## src/design/secded_72_64_codec_core_macros.svh

```systemverilog
// Assertion helpers for the SECDED codec.
// Clock and reset names are those of the codec core.
`ifndef SECDED_72_64_CODEC_CORE_MACROS_SVH
`define SECDED_72_64_CODEC_CORE_MACROS_SVH

// Checked only outside reset
`define SECDED_ASSERT(label, prop, msg) \
  label: assert property (@(posedge clk_i) disable iff (!rst_ni) prop) else $error(msg);

// Checked at every edge, reset included
`define SECDED_ASSERT_ALWAYS(label, prop, msg) \
  label: assert property (@(posedge clk_i) prop) else $error(msg);

`endif

```

## src/design/secded_pkg.sv

```systemverilog
`timescale 1ns / 1ps

package secded_pkg;

  // Error counter width; totals are reported on 32 bits
  localparam int COUNT_WIDTH = 32;
  localparam int TOTAL_WIDTH = 32;

  localparam int DATA_WIDTH = 64;
  localparam int CHECK_WIDTH = 8;
  localparam int HAM_WIDTH = 7;

  // Operation codes
  localparam logic FUNC_ENCODE = 1'b0;
  localparam logic FUNC_DECODE = 1'b1;

  // Result status codes
  typedef enum logic [1:0] {
    STATUS_OK      = 2'd0,
    STATUS_CORR    = 2'd1,
    STATUS_UNCORR  = 2'd2
  } status_e;

  typedef logic [HAM_WIDTH-1:0] pos_t;

  // Codeword position of each data bit: non-powers of two in 1..71
  localparam pos_t POS_OF_BIT [DATA_WIDTH] = '{
    7'd3,  7'd5,  7'd6,  7'd7,  7'd9,  7'd10, 7'd11, 7'd12, 7'd13, 7'd14, 7'd15,
    7'd17, 7'd18, 7'd19, 7'd20, 7'd21, 7'd22, 7'd23, 7'd24, 7'd25, 7'd26, 7'd27,
    7'd28, 7'd29, 7'd30, 7'd31,
    7'd33, 7'd34, 7'd35, 7'd36, 7'd37, 7'd38, 7'd39, 7'd40, 7'd41, 7'd42, 7'd43,
    7'd44, 7'd45, 7'd46, 7'd47, 7'd48, 7'd49, 7'd50, 7'd51, 7'd52, 7'd53, 7'd54,
    7'd55, 7'd56, 7'd57, 7'd58, 7'd59, 7'd60, 7'd61, 7'd62, 7'd63,
    7'd65, 7'd66, 7'd67, 7'd68, 7'd69, 7'd70, 7'd71
  };

  // Data bits that feed Hamming check bit j
  function automatic logic [DATA_WIDTH-1:0] ham_mask(input logic [2:0] j);
    logic [DATA_WIDTH-1:0] m;
    m = '0;
    for (int i = 0; i < DATA_WIDTH; i++) begin
      m[i] = POS_OF_BIT[i][j];
    end
    return m;
  endfunction

endpackage

```

## src/design/secded_in_if.sv

```systemverilog
`timescale 1ns / 1ps

// Request channel: one word to encode or decode per beat
interface secded_in_if;
  logic        valid;
  logic        ready;
  logic        func;
  logic [63:0] data_word;
  logic [7:0]  check_in;

  modport source (output valid, output func, output data_word, output check_in,
                  input ready);
  modport sink   (input valid, input func, input data_word, input check_in,
                  output ready);
endinterface

```

## src/design/secded_out_if.sv

```systemverilog
`timescale 1ns / 1ps

// Response channel: one result per beat
interface secded_out_if;
  logic        valid;
  logic        ready;
  logic [63:0] data_out;
  logic [7:0]  check_out;
  logic [1:0]  status;
  logic [31:0] corrected_total;
  logic [31:0] uncorrectable_total;

  modport source (output valid, output data_out, output check_out, output status,
                  output corrected_total, output uncorrectable_total,
                  input ready);
  modport sink   (input valid, input data_out, input check_out, input status,
                  input corrected_total, input uncorrectable_total,
                  output ready);
endinterface

```

## src/design/secded_72_64_codec_core.sv

```systemverilog
`timescale 1ns / 1ps
// Channel  Port   Dir  Payload
// request  req_i  in   func, data_word[63:0], check_in[7:0]
// response rsp_o  out  data_out[63:0], check_out[7:0], status[1:0],
//                      corrected_total[31:0], uncorrectable_total[31:0]
//
// One beat per cycle in each direction while results are taken; a request beat is captured in
// the input register and then moves into the result register, which drives response valid.
// Check generation, syndrome decode and correction sit between the two registers.
// Reset clears the stage valid flags and both error counters.
// A stalled response holds the result register; one more request fills the input
// register, after which ready stays low until the waiting result is taken.

`include "secded_72_64_codec_core_macros.svh"

module secded_72_64_codec_core (
  input  logic         clk_i,
  input  logic         rst_ni,
  secded_in_if.sink    req_i,
  secded_out_if.source rsp_o
);

  localparam int CW = secded_pkg::COUNT_WIDTH;
  localparam int TW = secded_pkg::TOTAL_WIDTH;
  localparam int DW = secded_pkg::DATA_WIDTH;
  localparam int HW = secded_pkg::HAM_WIDTH;

  // Input register
  logic                                 in_vld_q;
  logic                                 func_q;
  logic [DW-1:0]                        data_q;
  logic [secded_pkg::CHECK_WIDTH-1:0]   chk_in_q;

  // Result register
  logic                                 out_vld_q;
  logic [DW-1:0]                        data_out_q;
  logic [secded_pkg::CHECK_WIDTH-1:0]   chk_out_q;
  secded_pkg::status_e                  status_q;

  // Error counters
  logic [CW-1:0] corr_q, corr_d;
  logic [CW-1:0] uncorr_q, uncorr_d;

  logic in_vld_d, out_vld_d;
  logic res_free, advance, req_fire;

  // Handshake
  assign res_free  = !out_vld_q || rsp_o.ready;
  assign advance   = in_vld_q && res_free;
  assign req_i.ready = !in_vld_q || res_free;
  assign req_fire  = req_i.valid && req_i.ready;

  assign in_vld_d  = req_fire ? 1'b1 : (advance ? 1'b0 : in_vld_q);
  assign out_vld_d = advance ? 1'b1 : (rsp_o.ready ? 1'b0 : out_vld_q);

  always_ff @(posedge clk_i or negedge rst_ni) begin
    if (!rst_ni) begin
      in_vld_q  <= 1'b0;
      out_vld_q <= 1'b0;
      corr_q    <= '0;
      uncorr_q  <= '0;
    end else begin
      in_vld_q  <= in_vld_d;
      out_vld_q <= out_vld_d;
      corr_q    <= corr_d;
      uncorr_q  <= uncorr_d;
    end
  end

  // Input payload capture
  always_ff @(posedge clk_i) begin
    if (req_fire) begin
      func_q   <= req_i.func;
      data_q   <= req_i.data_word;
      chk_in_q <= req_i.check_in;
    end
  end

  // Check byte from the word as it arrived
  logic [HW-1:0]                      ham;
  logic                               par_w;
  logic [secded_pkg::CHECK_WIDTH-1:0] chk_calc;

  always_comb begin
    for (int j = 0; j < HW; j++) begin
      ham[j] = ^(data_q & secded_pkg::ham_mask(3'(j)));
    end
  end

  assign par_w    = ^data_q;
  assign chk_calc = {par_w ^ (^ham), ham};

  // Syndrome and overall parity
  logic [HW-1:0] syn;
  logic          ovr;
  logic [DW-1:0] flip;

  assign syn = ham ^ chk_in_q[HW-1:0];
  assign ovr = par_w ^ (^chk_in_q);

  // Single data bit that the syndrome points at, if any
  always_comb begin
    for (int i = 0; i < DW; i++) begin
      flip[i] = (syn == secded_pkg::POS_OF_BIT[i]);
    end
  end

  // Decode decision
  secded_pkg::status_e status_d;
  logic [DW-1:0]       data_d;

  always_comb begin
    status_d = secded_pkg::STATUS_OK;
    data_d   = data_q;
    if (func_q == secded_pkg::FUNC_DECODE) begin
      if (ovr) begin
        status_d = secded_pkg::STATUS_CORR;
        data_d   = data_q ^ flip;
      end else if (syn != '0) begin
        status_d = secded_pkg::STATUS_UNCORR;
      end
    end
  end

  // Saturating error counters, bumped as the item enters the result register
  always_comb begin
    corr_d   = corr_q;
    uncorr_d = uncorr_q;
    if (advance) begin
      if (status_d == secded_pkg::STATUS_CORR && corr_q != '1) begin
        corr_d = corr_q + 1'b1;
      end
      if (status_d == secded_pkg::STATUS_UNCORR && uncorr_q != '1) begin
        uncorr_d = uncorr_q + 1'b1;
      end
    end
  end

  // Result payload
  always_ff @(posedge clk_i) begin
    if (advance) begin
      data_out_q <= data_d;
      chk_out_q  <= chk_calc;
      status_q   <= status_d;
    end
  end

  // Totals on the reporting width
  logic [63:0] corr_ext, uncorr_ext;
  assign corr_ext   = 64'(corr_q);
  assign uncorr_ext = 64'(uncorr_q);

  assign rsp_o.valid               = out_vld_q;
  assign rsp_o.data_out            = data_out_q;
  assign rsp_o.check_out           = chk_out_q;
  assign rsp_o.status              = status_q;
  assign rsp_o.corrected_total     = corr_ext[TW-1:0];
  assign rsp_o.uncorrectable_total = uncorr_ext[TW-1:0];

  // Checks
  `SECDED_ASSERT_ALWAYS(a_cnt_reset, !rst_ni |-> (corr_q == '0 && uncorr_q == '0), "counters not cleared in reset")
  `SECDED_ASSERT(a_corr_bump, (advance && status_d == secded_pkg::STATUS_CORR && corr_q != '1) |=> (corr_q == $past(corr_q) + 1'b1), "corrected count missed an error")
  `SECDED_ASSERT(a_uncorr_hold, (!advance || status_d != secded_pkg::STATUS_UNCORR) |=> (uncorr_q == $past(uncorr_q)), "uncorrectable count moved without an error")
  `SECDED_ASSERT(a_data_kept, (in_vld_q && status_d != secded_pkg::STATUS_CORR) |-> (data_d == data_q), "data altered without a correction")
  `SECDED_ASSERT(a_encode_clean, (in_vld_q && func_q == secded_pkg::FUNC_ENCODE) |-> (status_d == secded_pkg::STATUS_OK), "encode reported an error")

endmodule

```

## src/flat_wrapper.sv

```systemverilog
// flat-port wrapper written by rule: the top's interface ports become plain ports
module secded_72_64_codec_core_flat 
  (clk_i, rst_ni, req_i_valid, req_i_func, req_i_data_word, req_i_check_in, req_i_ready, rsp_o_valid, rsp_o_data_out, rsp_o_check_out, rsp_o_status, rsp_o_corrected_total, rsp_o_uncorrectable_total, rsp_o_ready);
  secded_in_if req_i_i ();
  secded_out_if rsp_o_i ();
  input  logic clk_i;
  input  logic rst_ni;
  input wire logic [$bits(req_i_i.valid)-1:0] req_i_valid;
  input wire logic [$bits(req_i_i.func)-1:0] req_i_func;
  input wire logic [$bits(req_i_i.data_word)-1:0] req_i_data_word;
  input wire logic [$bits(req_i_i.check_in)-1:0] req_i_check_in;
  output wire logic [$bits(req_i_i.ready)-1:0] req_i_ready;
  output wire logic [$bits(rsp_o_i.valid)-1:0] rsp_o_valid;
  output wire logic [$bits(rsp_o_i.data_out)-1:0] rsp_o_data_out;
  output wire logic [$bits(rsp_o_i.check_out)-1:0] rsp_o_check_out;
  output wire logic [$bits(rsp_o_i.status)-1:0] rsp_o_status;
  output wire logic [$bits(rsp_o_i.corrected_total)-1:0] rsp_o_corrected_total;
  output wire logic [$bits(rsp_o_i.uncorrectable_total)-1:0] rsp_o_uncorrectable_total;
  input wire logic [$bits(rsp_o_i.ready)-1:0] rsp_o_ready;
  assign req_i_i.valid = req_i_valid;
  assign req_i_i.func = req_i_func;
  assign req_i_i.data_word = req_i_data_word;
  assign req_i_i.check_in = req_i_check_in;
  assign req_i_ready = req_i_i.ready;
  assign rsp_o_valid = rsp_o_i.valid;
  assign rsp_o_data_out = rsp_o_i.data_out;
  assign rsp_o_check_out = rsp_o_i.check_out;
  assign rsp_o_status = rsp_o_i.status;
  assign rsp_o_corrected_total = rsp_o_i.corrected_total;
  assign rsp_o_uncorrectable_total = rsp_o_i.uncorrectable_total;
  assign rsp_o_i.ready = rsp_o_ready;
  secded_72_64_codec_core u_core (.clk_i(clk_i), .rst_ni(rst_ni), .req_i(req_i_i), .rsp_o(rsp_o_i));
endmodule
```

## config.mk

```make
export PLATFORM = sky130hd
export DESIGN_NAME = secded_72_64_codec_core_flat
export DESIGN_NICKNAME = d
export VERILOG_FILES = /design/src/design/secded_pkg.sv /design/src/design/secded_in_if.sv /design/src/design/secded_out_if.sv /design/src/design/secded_72_64_codec_core.sv /design/src/flat_wrapper.sv
export VERILOG_INCLUDE_DIRS = /design/src /design/src/design
export SDC_FILE = /design/constraint.sdc
export NUM_CORES = 1
export LEC_CHECK = 0
export ABC_AREA = 1
export BUFFER_PORTS_ARGS = -buffer_cell sky130_fd_sc_hd__buf_2
export CORE_ASPECT_RATIO = 1.75
export CORE_MARGIN = 3
export CORE_UTILIZATION = 50
export CTS_BUF_LIST = sky130_fd_sc_hd__clkbuf_8 sky130_fd_sc_hd__clkbuf_16
export DETAILED_ROUTE_END_ITERATION = 8
export PLACE_DENSITY = 0.72
export SETUP_SLACK_MARGIN = 0.05
export SKIP_LAST_GASP = 1
export SLEW_MARGIN = 20
export SYNTH_ARGS = -nofsm -noshare
export SYNTH_HDL_FRONTEND = slang
export SYNTH_SLANG_ARGS = --single-unit
```

## constraint.sdc

```tcl
create_clock -name clk_i -period 7.4 [get_ports clk_i]
set_input_delay 0.74 -clock clk_i [delete_from_list [all_inputs] [get_ports clk_i]]
set_output_delay 0.74 -clock clk_i [all_outputs]
set_load 0.05 [all_outputs]
```

==> reports/summary.md <==
The number of synthesized register bits works out to 213. Counting every sink on the clock net gives 213. For this block, the initial DRC count from the detailed router was 694. The tools report the total placed instance area as 0.01519 mm^2. The run finished with clean final reports.

The run gives 14810 um as the detailed-route wire length on metal 1. The core area is 0.02743 mm^2, and the wire length of the first global-routing pass is 63960 um. In this run the worst setup path begins at u_core.data_q[40]. The logs give 0.01397 mm^2 for the synthesized area and 0 ns for the total negative setup slack. Prior to clock tree synthesis, the placed netlist has a worst setup slack of 3.715 ns. Critical path capture point type: a register. The tools report the signal arrival time at the worst endpoint as 4.11 ns. The final design instance area without fill was 0.01598 mm^2. For the post-detailed-route count of antenna-violating nets, the log shows 0. The run gives 0.5094 as the initial cell density of the core. Dividing the detail-routed wire length by the instance count gives 16.81 um. The clock passes through at most 3 buffers.

For the number of pins with negative max-slew slack in the final report, the log shows 0. The launch point of the worst hold path was req_i_data_word[14]. Count of warnings emitted by yosys: 0. Final count of negative-setup-slack endpoints: 0. Measured along the x axis, the die boundary spans 132.4 um. Global-route usage over all layers: 0.2693. The I/O pin total is 217, and the clock skew after layout is 0.01664 ns.

The worst setup path is of the reg -> reg kind. The clock-pin slew reported for the worst setup and hold paths after clock tree synthesis is 0.07 ns, and the via count normalized by instance count is 5.252. The maximum operating frequency is 273.6 MHz, and the total via count in the routed design is 12920. Share of the clock period used by the worst path after layout: 0.4939.

The tool flagged a number of max-cap violations equal to 0. Number of setup buffers added after CTS: 0. The relative slew slack was 0.3005; the largest voltage drop on the vdd net was 233.0 uV. The number of antenna violations at the first check in global routing was 3; the hold violation total from the final report was 0.

The uppermost signal routing layer after detailed routing was met5. The post-route minimum period came out at 3.655 ns. Of all nets on the critical path, the largest fanout is 34.

Number of different library cells in the post-synthesis netlist: 37. The path class of the tightest hold or removal check is in -> reg. The via count of the first global-routing pass was 12380; the met3 wirelength from detailed routing was 2263 um. The number of rows in the core area came out at 80. For the fraction of the yosys area taken by sequential cells, the log shows 0.4341. For the number of hold buffers added after CTS, the log shows 0. Synthesis produced a netlist whose cell count is 1889.

The layout has 2569 filler cells. The tools report the number of nets in the synthesized netlist as 1968. After detailed routing, the number of remaining DRC violations is 0.

For this design the ratio of total power to cell area is 283.7 mW/mm^2. Number of nets in the finished design: 2152. The final estimated routing congestion in global placement came out at 0.9536. The required time at the endpoint of the critical path is 7.85 ns.

The worst register-to-register path begins at u_core.data_q[40]. Share of final-layout standard cells stronger than drive strength 1: 0.1609. The layout-stage area growth over the synthesis result came out at 14.34%.

Setup repair after global routing left no endpoint under its margin. The height of the chip came out at 227.1 um. The pin count of the biggest net entering global routing was 75; the overall overflow remaining after global route was 0. The detailed placement HPWL is 31710 um. The buffer cell driving the clock tree root was clkbuf_16. In this run, CTS created clock tree buffers numbering 22. Summed over all nets, wire length on met2 after detailed routing comes to 21450 um.

The critical path launch point type was a register. Summed over all cells, the static leakage comes to 7.951 nW. The aggregate routed wire length was 41360 um; the quantity of I/O buffers inserted on ports was 216. The floorplan step defined a die boundary enclosing 0.03007 mm^2. The run gives 0 as the post-cts repair resize count. Before antenna repair, the detailed router went through 5 iterations.

The setup slack after layout is 3.745 ns, and the mean post-synth cell area is 7.397 um^2. The clock latency of the later-clocked register in the worst-skew pair is 0.53 ns. TritonCTS built the clock tree.

The tools report the number of H-tree branching levels as 1. For the pin with the worst max-slew slack, the measured transition is 1.049 ns.
==> report_power, final <==
part           internal (mW)  switching (mW)
Combinational          0.405            1.36
Sequential              1.45           0.117
Clock                  0.722           0.471
==> worst max-delay path, stage by stage (launching register included) <==
cell	delay [ns]
edfxtp_1	0.58
inv_1	0.21
nor2_1	0.17
nor2_1	0.07
nand2_1	0.07
nand2_1	0.11
xnor2_1	0.32
nand2_1	0.12
nand2_1	0.07
nand2_1	0.09
nand2_2	0.13
nand2_1	0.07
nand2_2	0.10
nand2_2	0.09
nor2_2	0.27
nand2_2	0.46
nand3_4	0.46
nand2_1	0.10
nand2_1	0.07
==> logic make-up (layout without fill, tap and decap cells) <==
logic type / count (synthesis) / in the layout / synth area share
other: 0 / 3 / 0
and+or+nand+nor: 1251 / 1251 / 0.3850
AOI/OAI and AO/OA: 23 / 23 / 0.009135
xor gates and xnor gates: 139 / 139 / 0.08874
buffers and inverters: 261 / 460 / 0.08122
DFF: 213 / 213 / 0.4341
adders and majority gates: 2 / 2 / 0.001791
==> Yosys cell counts <==
cell,count,area share
nand2_1,836,0.22
inv_1,174,0.047
edfxtp_1,147,0.32
nand3_1,141,0.051
xor2_1,88,0.055
nor2_1,87,0.023
nand4_1,83,0.037
dfrtp_1,66,0.12
xnor2_1,48,0.030
nor3_1,35,0.013
buf_2,32,0.011
inv_2,25,0.0067
nand2_2,25,0.011
buf_4,17,0.0091
o21ai_0,14,0.0050
nor4_1,12,0.0054
nor2_2,11,0.0049
buf_6,6,0.0048
nand3b_1,5,0.0027
o21ai_1,5,0.0018
clkbuf_1,3,0.00081
clkbuf_2,3,0.0011
nand3_2,3,0.0021
nand3_4,3,0.0038
nor2_4,3,0.0024
a21oi_1,2,0.00072
ha_1,2,0.0018
nand2_4,2,0.0016
nor3b_1,2,0.0011
xor2_2,2,0.0023
a21oi_4,1,0.0012
a31oi_1,1,0.00045
and2_1,1,0.00045
and3_1,1,0.00045
inv_4,1,0.00045
nor3_2,1,0.00072
xnor2_2,1,0.0012
==> final cells by class <==
cell class / count / area [um^2] / share of cell area
diodes: 3 / 7.507 / 0.0004699
clock buffers: 25 / 603.1 / 0.03775
clock inverters: 14 / 175.2 / 0.01096
inverters: 200 / 754.5 / 0.04723
multi-input cells: 1415 / 6789 / 0.4250
flip-flops and latches: 213 / 6066 / 0.3797
well taps: 369 / 461.7 / 0.02890
repair buffers: 221 / 1119 / 0.07002
==> final timing paths <==
| check | endpoint | slack, ns | cells after the start |
|---|---|---|---|
| setup reg to reg | u_core.rsp_o.uncorrectable_total[10] | 3.75 | 18 |
| hold reg to reg | u_core.rsp_o.uncorrectable_total[31] | 0.53 | 2 |
| max in group asynchronous | u_core.rsp_o.uncorrectable_total[4] | 6.39 | 2 |
| setup / recovery | u_core.rsp_o.uncorrectable_total[10] | 3.75 | 18 |
| min in group asynchronous | u_core.rsp_o.corrected_total[1] | 0.41 | 2 |
| hold / removal | u_core.data_q[14] | 0.39 | 1 |
==> placed cells by master, fill, tap and decap left out, types with 3 or more instances in the layout <==
cell	instances
buf_2	216
buf_4	5
bufinv_16	4
clkbuf_16	23
clkinv_1	4
dfrtp_1	66
diode_2	3
edfxtp_1	147
inv_1	174
inv_2	26
nand2_1	836
nand2_2	25
nand3_1	141
nand3_2	3
nand3_4	3
nand3b_1	5
nand4_1	83
nor2_1	87
nor2_2	9
nor2_4	5
nor3_1	35
nor4_1	12
o21ai_0	14
o21ai_1	5
xnor2_1	48
xor2_1	88
==> routing by layer <==
metal / global-route usage / vias up
met4: 0.1638 / 4
met5: 0 / -
met1: 0.2785 / 5914
li1: - / 6399
met2: 0.5108 / 468
met3: 0.03848 / 135
==> per-stage QoR <==
| stage | instances | power, mW | util | hold slack, ns |
|---|---|---|---|---|
| after CTS | 2457 | 4.555 | 0.5821 | 0.3641 |
| after detailed placement | 2418 | 3.346 | 0.5537 | 0.5156 |
| final | 2460 | 4.533 | 0.5825 | 0.3857 |
| after global placement | 2418 | 3.324 | 0.5535 | 0.4995 |
| after floorplan | 1889 | 2.917 | - | 0.4444 |
| after global routing | 2457 | 4.773 | 0.5822 | 0.3691 |
==> registers in the layout, indices dropped and copies added, names as in the netlist <==
| name | count |
|---|---|
| u_core.chk_in_q | 8 |
| u_core.data_q | 64 |
| u_core.func_q | 1 |
| u_core.in_vld_q | 1 |
| u_core.rsp_o.check_out | 8 |
| u_core.rsp_o.corrected_total | 32 |
| u_core.rsp_o.data_out | 64 |
| u_core.rsp_o.status | 2 |
| u_core.rsp_o.uncorrectable_total | 32 |
| u_core.rsp_o.valid | 1 |
(Power assumes the default switching activity.)
